<file path="src/xrc_pkg.sv">
// Package for the XOR-ramp cipher with checksum unit.
// Transaction payload types, command, kind and register codes.
// No dependencies; used by every file in src.
`timescale 1ns / 1ps
`default_nettype none

package xrc_pkg;

	localparam int MAX_RESULTS = 5;
	localparam logic [7:0] BYTE_MASK = 8'hFF;

	// input command codes
	localparam logic CMD_BEGIN = 1'b0;
	localparam logic CMD_DATA  = 1'b1;

	// direction register codes
	localparam logic DIR_ENCRYPT = 1'b0;
	localparam logic DIR_DECRYPT = 1'b1;

	// result kind codes
	localparam logic [1:0] KIND_HEADER   = 2'd0;
	localparam logic [1:0] KIND_CHECKSUM = 2'd1;
	localparam logic [1:0] KIND_PAYLOAD  = 2'd2;
	localparam logic [1:0] KIND_VERDICT  = 2'd3;

	// configuration register indexes
	localparam logic [1:0] REG_KEY_BYTES     = 2'd0;
	localparam logic [1:0] REG_CHECKSUM_MASK = 2'd1;
	localparam logic [1:0] REG_DIRECTION     = 2'd2;

	// header phase at which the eight header bytes have been absorbed
	localparam logic [3:0] PHASE_DONE = 4'd8;

	typedef struct packed {
		logic        command;
		logic [23:0] length;
		logic [7:0]  data_byte;
		logic        last;
	} xrc_item_t;

	typedef struct packed {
		logic [7:0] out_byte;
		logic [1:0] kind;
		logic       check_ok;
		logic       end_of_run;
	} xrc_result_t;

endpackage

`default_nettype wire

</file>
<file path="src/xor_ramp_cipher_with_checksum_unit.sv">
// XOR-ramp byte cipher with running checksum: top level.
// Depends on xrc_pkg (payload structs, codes).
//
// Usage:
//  - item channel (item_valid/item_ready/item): one transaction per byte or
//    per begin command. Begin in encrypt direction yields four header bytes;
//    a data byte yields one payload byte, plus four checksum bytes (encrypt)
//    or a verdict (decrypt) when it carries last. Decrypt header bytes yield
//    nothing unless last; a last before all eight are in fails the verdict.
//  - result channel (result_valid/result_ready/result): one result per
//    transaction, end_of_run set on the final result an item causes.
//  - cfg port: single-cycle writes of key, checksum mask, direction; they are
//    to be written only while the unit is idle; the unit does not enforce this.
// Latency: an item accepted at edge k shows its first result after edge k.
// Throughput: one result per cycle while result_ready is high. The result buffer
//    holds up to five results; a new item is taken when it is empty or its final
//    entry is being taken in the same cycle, so single-result items stream at one
//    per cycle while result_ready is high; an item yields 0..5 results.
// The per-item logic is one 8 x LEN_BITS multiply plus a 32-bit add/compare.
// Reset: clears config, message state and the result count, not the buffer entries.
// Stall: while result_ready is low the buffer holds and item_ready stays low
//    as long as any result is pending.
`timescale 1ns / 1ps
`default_nettype none

module xor_ramp_cipher_with_checksum_unit
	import xrc_pkg::*;
#(
	parameter int LEN_BITS = 24
) (
	input  wire logic        clk,
	input  wire logic        arst_n,
	// configuration write port
	input  wire logic        cfg_wr_en,
	input  wire logic [1:0]  cfg_index,
	input  wire logic [31:0] cfg_data,
	// item channel
	input  wire logic        item_valid,
	output logic             item_ready,
	input  wire xrc_item_t   item,
	// result channel
	output logic             result_valid,
	input  wire logic        result_ready,
	output xrc_result_t      result
);

	localparam int PROD_W = LEN_BITS + 8;

	// configuration registers
	logic [31:0] key_bytes_q;
	logic [31:0] checksum_mask_q;
	logic        direction_q;

	// message state
	logic [7:0]          hkey_q [4];
	logic [LEN_BITS-1:0] byte_index_q;
	logic [31:0]         running_sum_q;
	logic [31:0]         stored_sum_q;
	logic [31:0]         decoded_length_q;
	logic [3:0]          header_phase_q;

	// result buffer, entry 0 is the one on offer
	xrc_result_t res_q [MAX_RESULTS];
	logic [2:0]  cnt_q;

	// next-state values
	logic [7:0]          hkey_d [4];
	logic [LEN_BITS-1:0] byte_index_d;
	logic [31:0]         running_sum_d;
	logic [31:0]         stored_sum_d;
	logic [31:0]         decoded_length_d;
	logic [3:0]          header_phase_d;
	xrc_result_t         res_d [MAX_RESULTS];
	logic [2:0]          n_d;

	logic                item_fire;
	logic                result_fire;
	logic [LEN_BITS-1:0] j;
	logic [LEN_BITS-1:0] len_m;
	logic [31:0]         len32;
	logic [7:0]          kstream;
	logic [7:0]          cipher;
	logic [7:0]          mul_byte;
	logic [PROD_W-1:0]   prod;
	logic [31:0]         sum_upd;
	logic [7:0]          kb_hdr;
	logic [31:0]         cs;

	assign result_fire = result_valid && result_ready;
	assign item_ready  = (cnt_q == 3'd0) || ((cnt_q == 3'd1) && result_ready);
	assign item_fire   = item_valid && item_ready;

	assign result_valid = (cnt_q != 3'd0);
	assign result       = res_q[0];

	assign j     = byte_index_q;
	assign len_m = LEN_BITS'(32'(item.length));
	assign len32 = 32'(len_m);

	// keystream byte: xor of the four header bytes each offset by the index
	assign kstream = (hkey_q[0] + j[7:0]) ^ (hkey_q[1] + j[7:0]) ^
	                 (hkey_q[2] + j[7:0]) ^ (hkey_q[3] + j[7:0]);
	assign cipher  = item.data_byte ^ kstream;

	// checksum term c*j + j; decrypt sums the received cipher byte
	assign mul_byte = (direction_q == DIR_DECRYPT) ? item.data_byte : cipher;
	assign prod     = PROD_W'(mul_byte) * PROD_W'(j);
	assign sum_upd  = running_sum_q + 32'(prod) + 32'(j);
	assign cs       = sum_upd ^ checksum_mask_q;

	// key byte matching the header byte position during decrypt
	always_comb begin
		unique case (header_phase_q[1:0])
			2'd0:    kb_hdr = key_bytes_q[31:24];
			2'd1:    kb_hdr = key_bytes_q[23:16];
			2'd2:    kb_hdr = key_bytes_q[15:8];
			default: kb_hdr = key_bytes_q[7:0];
		endcase
	end

	always_comb begin
		for (int i = 0; i < 4; i++) begin
			hkey_d[i] = hkey_q[i];
		end
		byte_index_d     = byte_index_q;
		running_sum_d    = running_sum_q;
		stored_sum_d     = stored_sum_q;
		decoded_length_d = decoded_length_q;
		header_phase_d   = header_phase_q;
		for (int i = 0; i < MAX_RESULTS; i++) begin
			res_d[i] = '0;
		end
		n_d = 3'd0;

		if (item.command == CMD_BEGIN) begin
			for (int i = 0; i < 4; i++) begin
				hkey_d[i] = '0;
			end
			byte_index_d     = '0;
			running_sum_d    = '0;
			stored_sum_d     = '0;
			header_phase_d   = '0;
			decoded_length_d = '0;
			if (direction_q == DIR_ENCRYPT) begin
				decoded_length_d = len32;
				for (int i = 0; i < 4; i++) begin
					hkey_d[i]         = len32[31-8*i -: 8] ^ key_bytes_q[31-8*i -: 8];
					res_d[i].out_byte = hkey_d[i];
					res_d[i].kind     = KIND_HEADER;
				end
				n_d = 3'd4;
			end
		end else if (direction_q == DIR_ENCRYPT) begin
			running_sum_d     = sum_upd;
			byte_index_d      = j + 1'b1;
			res_d[0].out_byte = cipher;
			res_d[0].kind     = KIND_PAYLOAD;
			n_d               = 3'd1;
			if (item.last) begin
				for (int i = 0; i < 4; i++) begin
					res_d[i+1].out_byte = cs[8*i +: 8];
					res_d[i+1].kind     = KIND_CHECKSUM;
				end
				n_d            = 3'd5;
				byte_index_d   = '0;
				running_sum_d  = '0;
				header_phase_d = '0;
			end
		end else begin
			if (header_phase_q < 4'd4) begin
				hkey_d[header_phase_q[1:0]] = item.data_byte;
				decoded_length_d = {decoded_length_q[23:0], item.data_byte ^ kb_hdr};
				header_phase_d   = header_phase_q + 4'd1;
			end else if (header_phase_q < PHASE_DONE) begin
				stored_sum_d[8*header_phase_q[1:0] +: 8] = item.data_byte;
				header_phase_d = header_phase_q + 4'd1;
			end else begin
				running_sum_d = sum_upd;
				byte_index_d  = j + 1'b1;
				// decode only below a non-negative header length
				if (!decoded_length_q[31] && (32'(j) < decoded_length_q)) begin
					res_d[0].out_byte = cipher;
				end else begin
					res_d[0].out_byte = item.data_byte;
				end
				res_d[0].kind = KIND_PAYLOAD;
				n_d           = 3'd1;
			end
			if (item.last) begin
				res_d[n_d[0]].kind     = KIND_VERDICT;
				res_d[n_d[0]].check_ok = header_phase_d[3] &&
				                         ((running_sum_d ^ checksum_mask_q) == stored_sum_d);
				n_d            = n_d + 3'd1;
				byte_index_d   = '0;
				running_sum_d  = '0;
				header_phase_d = '0;
			end
		end

		for (int i = 0; i < MAX_RESULTS; i++) begin
			if (3'(i + 1) == n_d) begin
				res_d[i].end_of_run = 1'b1;
			end
		end
	end

	// configuration writes
	always_ff @(posedge clk or negedge arst_n) begin
		if (!arst_n) begin
			key_bytes_q     <= '0;
			checksum_mask_q <= '0;
			direction_q     <= DIR_ENCRYPT;
		end else if (cfg_wr_en) begin
			unique case (cfg_index)
				REG_KEY_BYTES:     key_bytes_q     <= cfg_data;
				REG_CHECKSUM_MASK: checksum_mask_q <= cfg_data;
				REG_DIRECTION:     direction_q     <= cfg_data[0];
				default: ;
			endcase
		end
	end

	// message state
	always_ff @(posedge clk or negedge arst_n) begin
		if (!arst_n) begin
			for (int i = 0; i < 4; i++) begin
				hkey_q[i] <= '0;
			end
			byte_index_q     <= '0;
			running_sum_q    <= '0;
			stored_sum_q     <= '0;
			decoded_length_q <= '0;
			header_phase_q   <= '0;
		end else if (item_fire) begin
			for (int i = 0; i < 4; i++) begin
				hkey_q[i] <= hkey_d[i];
			end
			byte_index_q     <= byte_index_d;
			running_sum_q    <= running_sum_d;
			stored_sum_q     <= stored_sum_d;
			decoded_length_q <= decoded_length_d;
			header_phase_q   <= header_phase_d;
		end
	end

	// result buffer: load on accept, else shift down as results leave
	always_ff @(posedge clk or negedge arst_n) begin
		if (!arst_n) begin
			cnt_q <= '0;
		end else if (item_fire) begin
			cnt_q <= n_d;
		end else if (result_fire) begin
			cnt_q <= cnt_q - 3'd1;
		end
	end

	always_ff @(posedge clk) begin
		if (item_fire) begin
			for (int i = 0; i < MAX_RESULTS; i++) begin
				res_q[i] <= res_d[i];
			end
		end else if (result_fire) begin
			for (int i = 0; i < MAX_RESULTS - 1; i++) begin
				res_q[i] <= res_q[i+1];
			end
		end
	end

endmodule

`default_nettype wire

</file>
<file path="config.mk">
export PLATFORM = sky130hd
export DESIGN_NAME = xor_ramp_cipher_with_checksum_unit
export DESIGN_NICKNAME = d
export VERILOG_FILES = /design/src/xrc_pkg.sv /design/src/xor_ramp_cipher_with_checksum_unit.sv
export SDC_FILE = /design/constraint.sdc
export NUM_CORES = 1
export LEC_CHECK = 0
export ABC_AREA = 1
export BUFFER_PORTS_ARGS = -buffer_cell sky130_fd_sc_hd__buf_2
export CORE_AREA = 2 2 244 246
export CTS_BUF_LIST = sky130_fd_sc_hd__clkbuf_4
export CTS_CLUSTER_SIZE = 12
export DETAILED_ROUTE_END_ITERATION = 6
export DIE_AREA = 0 0 246 248
export PLACE_DENSITY = 0.71
export SYNTH_ARGS = -nofsm -noshare
export SYNTH_HDL_FRONTEND = slang
export SYNTH_SLANG_ARGS = --single-unit
</file>
<file path="constraint.sdc">
create_clock -name clk -period 10.9 [get_ports clk]
set_clock_uncertainty 0.05 [all_clocks]
set_input_delay 2.18 -clock clk [delete_from_list [all_inputs] [get_ports clk]]
set_output_delay 2.18 -clock clk [all_outputs]
set_load 0.02 [all_outputs]
</file>
Yosys cells after proc, flatten, opt, wreduce, memory -nomap -nowiden:

Memory sizes are Yosys's and may differ from the RTL's.
Index checks and enable logic that the tools add are counted.

* bits in registers: 224
* memories: 1
* memory bits (writable): 60
* input bits: 73
* word-level logic and storage cells: 196

Memories
* res_q: words 5, width 12, rd ports 5, clocked after Yosys merged registers in 0, wr ports 5, RTL line xor_ramp_cipher_with_checksum_unit.sv:63 `xrc_result_t res_q [MAX_RESULTS];`

* add/sub/neg operators: 11
* reduce and logical (&&, ||, !) cells: 22
* shift-type cells: 2
* bitwise logic cells: 16
* mux-type cells: 105
* multiply operators: 1
* $lt $le $gt $ge: 7
* equality and inequality tests: 17

Operator list (count)
* two-way mux 32 bit: 21
* two-way mux 10 bit: 21
* two-way mux 24 bit: 7
* bitwise mux 60 bit: 2
* bitwise mux 32 bit: 2
* bitwise XOR 32 bit: 2
* bitwise XOR 8 bit: 8
* two-way mux 60 bit: 1
* demux 12 bit (select 2 bit): 2
* two-way mux 12 bit: 4
* two-way mux 4 bit: 9
* negator 5 -> 34 bit: 1
* variable shift 8 x 34 -> 32 bit (first input constant): 1
* indexed part select 8 x 34 -> 32 bit: 1
* adder 32 x 24 -> 32 bit: 1
* adder 32 bit: 1
* adder 8 bit: 4
* == test 32 bit: 1
* less-than comparator 24 x 32 -> 1 bit: 1
* multiplier 8 x 24 -> 32 bit: 1
* two-way mux 3 bit: 9
* adder 24 x 1 -> 24 bit (second input constant): 1
* two-way mux 8 bit: 3
* one-hot mux 8 bit (3 select lines): 1
* other kinds (35): 76

Longest topological paths before layout:

Gate-level depths: netlist of the first run.

* word-level depth: 22
* depth in mapped cells: 49
* mapped depth without buffers: 49

Worst setup path before layout of the first run:

Ideal clock, no wire load.

* path type: input-to-reg
* from: input port item[8] (netlist name)
* to: memory res_q[0][1] (netlist name) (data pin)
* path buffers: 1
* setup slack: 2.650 ns
* required time: 10.597 ns
* arrival: 7.947 ns
* setup time: 0.253 ns
* cell stages on the path: 40
* cells stage by stage: buf_2 > xnor2_1 > xnor2_1 > xor2_1 > nand2_1 > nand2_1 > inv_1 > nand2_1 > nand3_4 > nand2_1 > nand2_1 > fa_1 > inv_1 > fa_1 > inv_1 > fa_1 > inv_1 > fa_1 > (+4 left out) > a21oi_1 > nor2_1 > o21ai_0 > nand2_1 > a21oi_1 > nand2_1 > nand2_2 > nand3_2 > nand2_2 > nand2_1 > nand2_1 > nand2_1 > nand2_1 > nor2_1 > nand3_1 > nor2_1 > nand3_1 > nand2_1

RTL lines
* start, declared: RTL line xor_ramp_cipher_with_checksum_unit.sv:40 `input wire xrc_item_t item,`
* end, declared: RTL line xor_ramp_cipher_with_checksum_unit.sv:63

==> impl_metrics.yaml, run 1 <==
layout:
  final_cell_mix: "nand2_1 (788), inv_1 (592), nor2_1 (268)"
  fillers: 5848
  regArea_um2: 7230
  nNetsFinal: 3890
  final_common_cell: "nand2_1"
  area_delta_synth_final_pct: 8.17
  drive_above_1_share_pct: 12.2
  multi_input_area_um2: 15900
die:
  io_pins: 87
  fp.coreArea_um2: 58500
  start_util_pct: 44.6
  die_h_um: 248
  die_w_um: 246
  fp-row-count: 89
  die_area_um2: 61000
sta:
  fin_hold_ws_ns: 0.438
  final.setup.worst_slack_ns: 2.09
  finalHoldViolCount: 0
  tightestPinTransition_ns: 1.20
  fmax_ghz: 0.114
  fin_tns_setup_ns: 0
  drv_slew: 0
  fin_crit_ns: 8.81
  relSlewSlack_pct: 19.9
  fin_crit_sh_pct: 80.8
  rsz0062_at_grt: "false"
  setup-violations-final: 0
clocking:
  cts_max_level: 3
  ctsResizeCount: 0
  cts_setup_buffers: 0
  cts-root-buf: "clkbuf_4"
  cts_tree: "done"
  cts_inserted_buffers: 80
  clk_path_buf_depth: 3
  clk_latency_ns: 0.87
  cts_sinks: 278
  path_clk_slew_ns: 0.06
  cts_hold_buf: 0
min_path:
  hold_path.class: "register to register"
  holdPathStages: 2
yosys:
  postSynthAreaPerCell_um2: 7.60
  yosysWarnings: 0
  synth_edf_count: 54
  synth_flop_cell: "dfrtp_1"
  netlist_instances: 3431
  seq_area_frac_synth_pct: 27.7
  synth_nets: 3820
  async_reset_ff_share_pct: 80.6
  ys_ff_latch: 278
  synthesis.area_um2: 26100
  netlist-cell-type-count: 61
worst_setup_path:
  cp-end-kind: "register"
  slowest_stage: "fa_1"
  crit_buf_inv: 7
  cp_top_family: "adder cells"
  cpMostUsedCell: "nand2_1"
  cp_max_fo: 19
  path_class: "input pin to register"
  critPathMaxStageDelay_ns: 0.57
  critPathArrivalTime_ns: 9.45
  cp-start-kind: "input pin"
  r2r_cells: 41
  required_ns: 11.54
  cp_num_cells: 37
power_and_ir_drop:
  seqPwrFrac_pct: 19.5
  switching_share_pct: 56.2
  peakVddDrop_v: 0.000212
  p_switching_w: 0.00511
  power.density_nw_per_um2: 323
  pwr-share-comb_pct: 68.7
  p_int_w: 0.00399
  pwr-share-clk_pct: 11.8
  leakagePower_nw: 14.4
routing:
  wire_per_inst_um: 20.2
  first_pass_iters: 6
  num_vias: 23900
  ant_nets: 0
  drc: 0
  drtIter0Drc: 2583
  routed_wl_um: 87800
  vias_per_cell: 5.51
place:
  dp_slack_ns: 1.38
  dpl.hpwl_um: 68800
  gp_congestion: 1.00
  port-buffer-count: 86
outcome:
  status: "finished clean"
grt:
  grt_pass1_wl_um: 134000
  grt_remaining_overflow: 0
  track_usage_pct: 29.1
  grt_max_degree: 93
  antenna_found_initial: 3
  grt_pass1_vias: 23000
job:
  cap_violations: 0
## layer usage
metal / wire, um / global-route usage [%]
met3: 9370 / 8.22
met1: 36000 / 38.7
met5: 25 / 0
met4: 4600 / 13.7
met2: 37800 / 44.0
## logic make-up after synthesis
group | after synthesis | share of synthesized area, %
AOI/OAI and AO/OA | 578 | 13.0
xor gates and xnor gates | 84 | 2.85
adders and majority gates | 316 | 20.6
buffers and inverters | 743 | 11.2
DFF | 278 | 27.7
muxes | 29 | 1.25
and+or+nand+nor | 1403 | 23.4
## state kept, by name (all words and copies together), names as in the netlist
| signal | count |
|---|---|
| byte_index_q | 24 |
| stored_sum_q | 32 |
| running_sum_q | 32 |
| cnt_q | 3 |
| direction_q | 1 |
| decoded_length_q | 32 |
| res_q | 54 |
| header_phase_q | 4 |
| hkey_q | 32 |
| key_bytes_q | 32 |
| checksum_mask_q | 32 |
## Yosys cell counts, types with 13 or more instances
library cell / count / area, um^2
dfrtp_1: 224 / 5610
clkbuf_1: 81 / 304
a21oi_2: 15 / 131
o21ai_0: 238 / 1190
or2_2: 13 / 81.3
nand3_2: 20 / 200
nand2_1: 790 / 2970
inv_1: 594 / 2230
fa_1: 187 / 3740
nand4_1: 28 / 175
nand3_1: 164 / 821
xor2_1: 60 / 526
inv_2: 14 / 52.6
nor3_1: 24 / 120
edfxtp_1: 54 / 1620
nor2_1: 270 / 1010
o211ai_1: 18 / 135
mux2_2: 29 / 327
a21oi_1: 141 / 706
nand2_2: 46 / 288
ha_1: 129 / 1610
buf_4: 17 / 128
a31oi_1: 32 / 200
xnor2_1: 23 / 201
o22ai_1: 55 / 344
## worst reg2reg max path: cells and delay by family, from the launching register on
family / cells / cell delay [ns]
adder cells (fa/ha/maj): 7 / 3.43
buffers and inverters: 6 / 0.32
AO/OA/AOI/OAI: 5 / 0.95
flip-flops: 1 / 0.70
AND/OR/NAND/NOR: 22 / 2.93
XOR/XNOR: 1 / 0.21
## through the flow
step | util [%] | area (um^2) | power [W] | instances
global route | 48.2 | 28200 | 0.00993 | 4340
global placement | 46.4 | 27100 | 0.00782 | 4192
detailed placement | 46.4 | 27100 | 0.00791 | 4192
CTS | 48.2 | 28200 | 0.00902 | 4336
floorplan | - | 26100 | 0.00617 | 3431
finish | 48.2 | 28200 | 0.00911 | 4340
## final cells by class
class                           count  share of cell area (%)
Tap cell                          773                    3.43
Inverter                          621                    8.32
Multi-Input combinational cell   2410                    56.5
Antenna cell                        4                  0.0355
Clock inverter                     24                   0.630
Clock buffer                      120                    3.20
Timing Repair Buffer              110                    2.20
Sequential cell                   278                    25.6
## final timing paths
kind | startpoint | endpoint | slack (ns)
worst max-delay path | item[8] | res_q[0][13] | 2.09
worst max register to register | byte_index_q[2] | res_q[0][13] | 2.18
min in group asynchronous | arst_n | byte_index_q[17] | 1.30
max in group asynchronous | arst_n | key_bytes_q[30] | 7.04
worst min register to register | decoded_length_q[24] | decoded_length_q[24] | 0.44
worst min-delay path | decoded_length_q[24] | decoded_length_q[24] | 0.44
## power groups by stage
stage / sequential (W) / combinational [W] / clock (W)
6_report: 0.00177 / 0.00625 / 0.00108
2_1_floorplan: 0.00163 / 0.00455 / 0
3_3_place_gp: 0.00177 / 0.00605 / 0
5_1_grt: 0.00181 / 0.00699 / 0.00114
3_5_place_dp: 0.00178 / 0.00613 / 0
4_1_cts: 0.00176 / 0.00618 / 0.00108
No activity file was read; power rests on OpenSTA's default activity.
==> run 2: changes to the inputs <==
- clock period: 10.9 -> 8.7 ns (I/O delays scaled with it)
==> impl_metrics.yaml, run 2 (same netlist as run 1, synthesis figures left out) <==
outcome:
  status: "finished clean"
layout:
  area_delta_synth_final_pct: 9.48
  nNetsFinal: 3922
  largest_register_ffs: 54
  fillers: 5804
  drive_above_1_share_pct: 12.9
  final_cell_mix: "nand2_1 (788), inv_1 (592), nor2_1 (268)"
  design_area_um2: 28500
  top_register: "res_q"
  final_common_cell: "nand2_1"
clocking:
  cts_sinks: 278
  clk_latency_ns: 0.87
  cts_tree: "done"
  clk_path_buf_depth: 3
  cts-root-buf: "clkbuf_4"
  cts_max_level: 3
  path_clk_slew_ns: 0.07
  cts_inserted_buffers: 80
grt:
  antenna_found_initial: 4
  grt_remaining_overflow: 0
  grt_max_degree: 94
  track_usage_pct: 29.2
  grt_pass1_vias: 22900
  grt_pass1_wl_um: 134000
routing:
  wire_per_inst_um: 20.4
  first_pass_iters: 6
  ant_nets: 0
  drc: 0
  routed_wl_um: 89000
  drtIter0Drc: 2785
  vias_per_cell: 5.55
  num_vias: 24300
worst_setup_path:
  r2r_cells: 38
  critPathMaxStageDelay_ns: 0.62
  timing.rr.start: "byte_index_q[0]"
  slowest_stage: "fa_1"
  cp-end-kind: "register"
  r2r-end: "res_q[0][1]"
  cpMostUsedCell: "fa_1"
  required_ns: 9.36
  cp-start-kind: "register"
  path_class: "register to register"
  r2r_slack_ns: 0.40
  critPathArrivalTime_ns: 8.96
  cp_max_fo: 9
place:
  dpl_cell_area_um2: 27400
  port-buffer-count: 86
  dpl.hpwl_um: 69000
  gp_congestion: 1.00
die:
  fp-row-count: 89
  die_area_um2: 61000
  die_h_um: 248
  fp.coreArea_um2: 58500
  start_util_pct: 44.6
  die_w_um: 246
  io_pins: 87
min_path:
  hold_path_end: "decoded_length_q[27]"
  hold_path.class: "register to register"
  holdPathStages: 2
  holdCritStartpoint: "decoded_length_q[27]"
sta:
  relSlewSlack_pct: 16.3
  drv_slew: 0
  fmax_ghz: 0.120
  finalHoldViolCount: 0
  fin_crit_sh_pct: 95.4
  fin_crit_ns: 8.30
  setup-violations-final: 0
  tightestPinTransition_ns: 1.26
  fin_tns_setup_ns: 0
power_and_ir_drop:
  leakagePower_nw: 14.5
  power.density_nw_per_um2: 415
  peakVddDrop_v: 0.000302
job:
  cap_violations: 0
-- run 2: cell count changes in the layout (fill, tap and decap cells not counted), moves of 3 or more --
cell and delta:
buf_12 +4, dfrtp_1 -3, buf_4 +27, dfrtp_2 +3
clkbuf_4 -6, clkinv_1 +3
-- run 2: worst max-delay path, delay by kind of cell, from the launching register on --
family                   cells  cell delay (ns)
adder cells (fa/ha/maj)      8             3.65
AND/OR/NAND/NOR             17             1.66
XOR/XNOR                     4             0.95
AO/OA/AOI/OAI                4             0.93
flip-flops                   1             0.46
buffers and inverters        5             0.44
-- run 2: per-layer routing --
| metal | wire (um) | global-route usage, % |
|---|---|---|
| met1 | 36200 | 39.4 |
| met5 | 31 | 0 |
| met2 | 38400 | 44.2 |
| met4 | 4360 | 12.8 |
| met3 | 10000 | 7.62 |
-- run 2: stage by stage --
step | setup WS, ns | util [%] | hold WS, ns | cells | power, W
2_1_floorplan | 0.890 | - | 0.402 | 3431 | 0.00773
3_3_place_gp | 0.256 | 46.8 | 0.417 | 4222 | 0.0101
3_5_place_dp | 0.196 | 46.8 | 0.420 | 4222 | 0.0102
4_1_cts | 0.449 | 48.7 | 0.436 | 4364 | 0.0116
5_1_grt | -0.0406 | 48.8 | 0.462 | 4370 | 0.0129
6_report | 0.399 | 48.8 | 0.433 | 4371 | 0.0118
-- run 2: report_power, final --
group          switching, W  leakage [nW]  internal [W]
registers          0.000394          3.43       0.00183
clock network      0.000627         0.636      0.000752
logic               0.00551          10.5       0.00274
-- run 2: cell type report --
class                   count  area (um^2)  area share (%)
multi-input cells        2411        16000            55.9
repair buffers            141          903            3.17
clock buffers             114          856            3.00
diodes                      5         12.5          0.0438
inverters                 621         2350            8.24
well taps                 773          967            3.39
clock inverters            28          251           0.881
flip-flops and latches    278         7230            25.3
-- run 2: what timing repair did --
action,in CTS,in global routing
endpoints found under the setup margin,0,2
hold buffers,0,0
buffers inserted,0,1
gates resized for setup,0,6
-- run 2: how the worst max path moves through the flow --
stage | from | end | slack, ns | depth (start not counted)
CTS | byte_index_q[0] | res_q[0][1] | 0.45 | 43
detailed placement | item[8] | res_q[0][1] | 0.20 | 40
floorplan | item[8] | res_q[0][1] | 0.89 | 40
global placement | item[8] | res_q[0][1] | 0.26 | 39
global route | byte_index_q[0] | res_q[0][1] | -0.04 | 41
finish | byte_index_q[0] | res_q[0][1] | 0.40 | 38
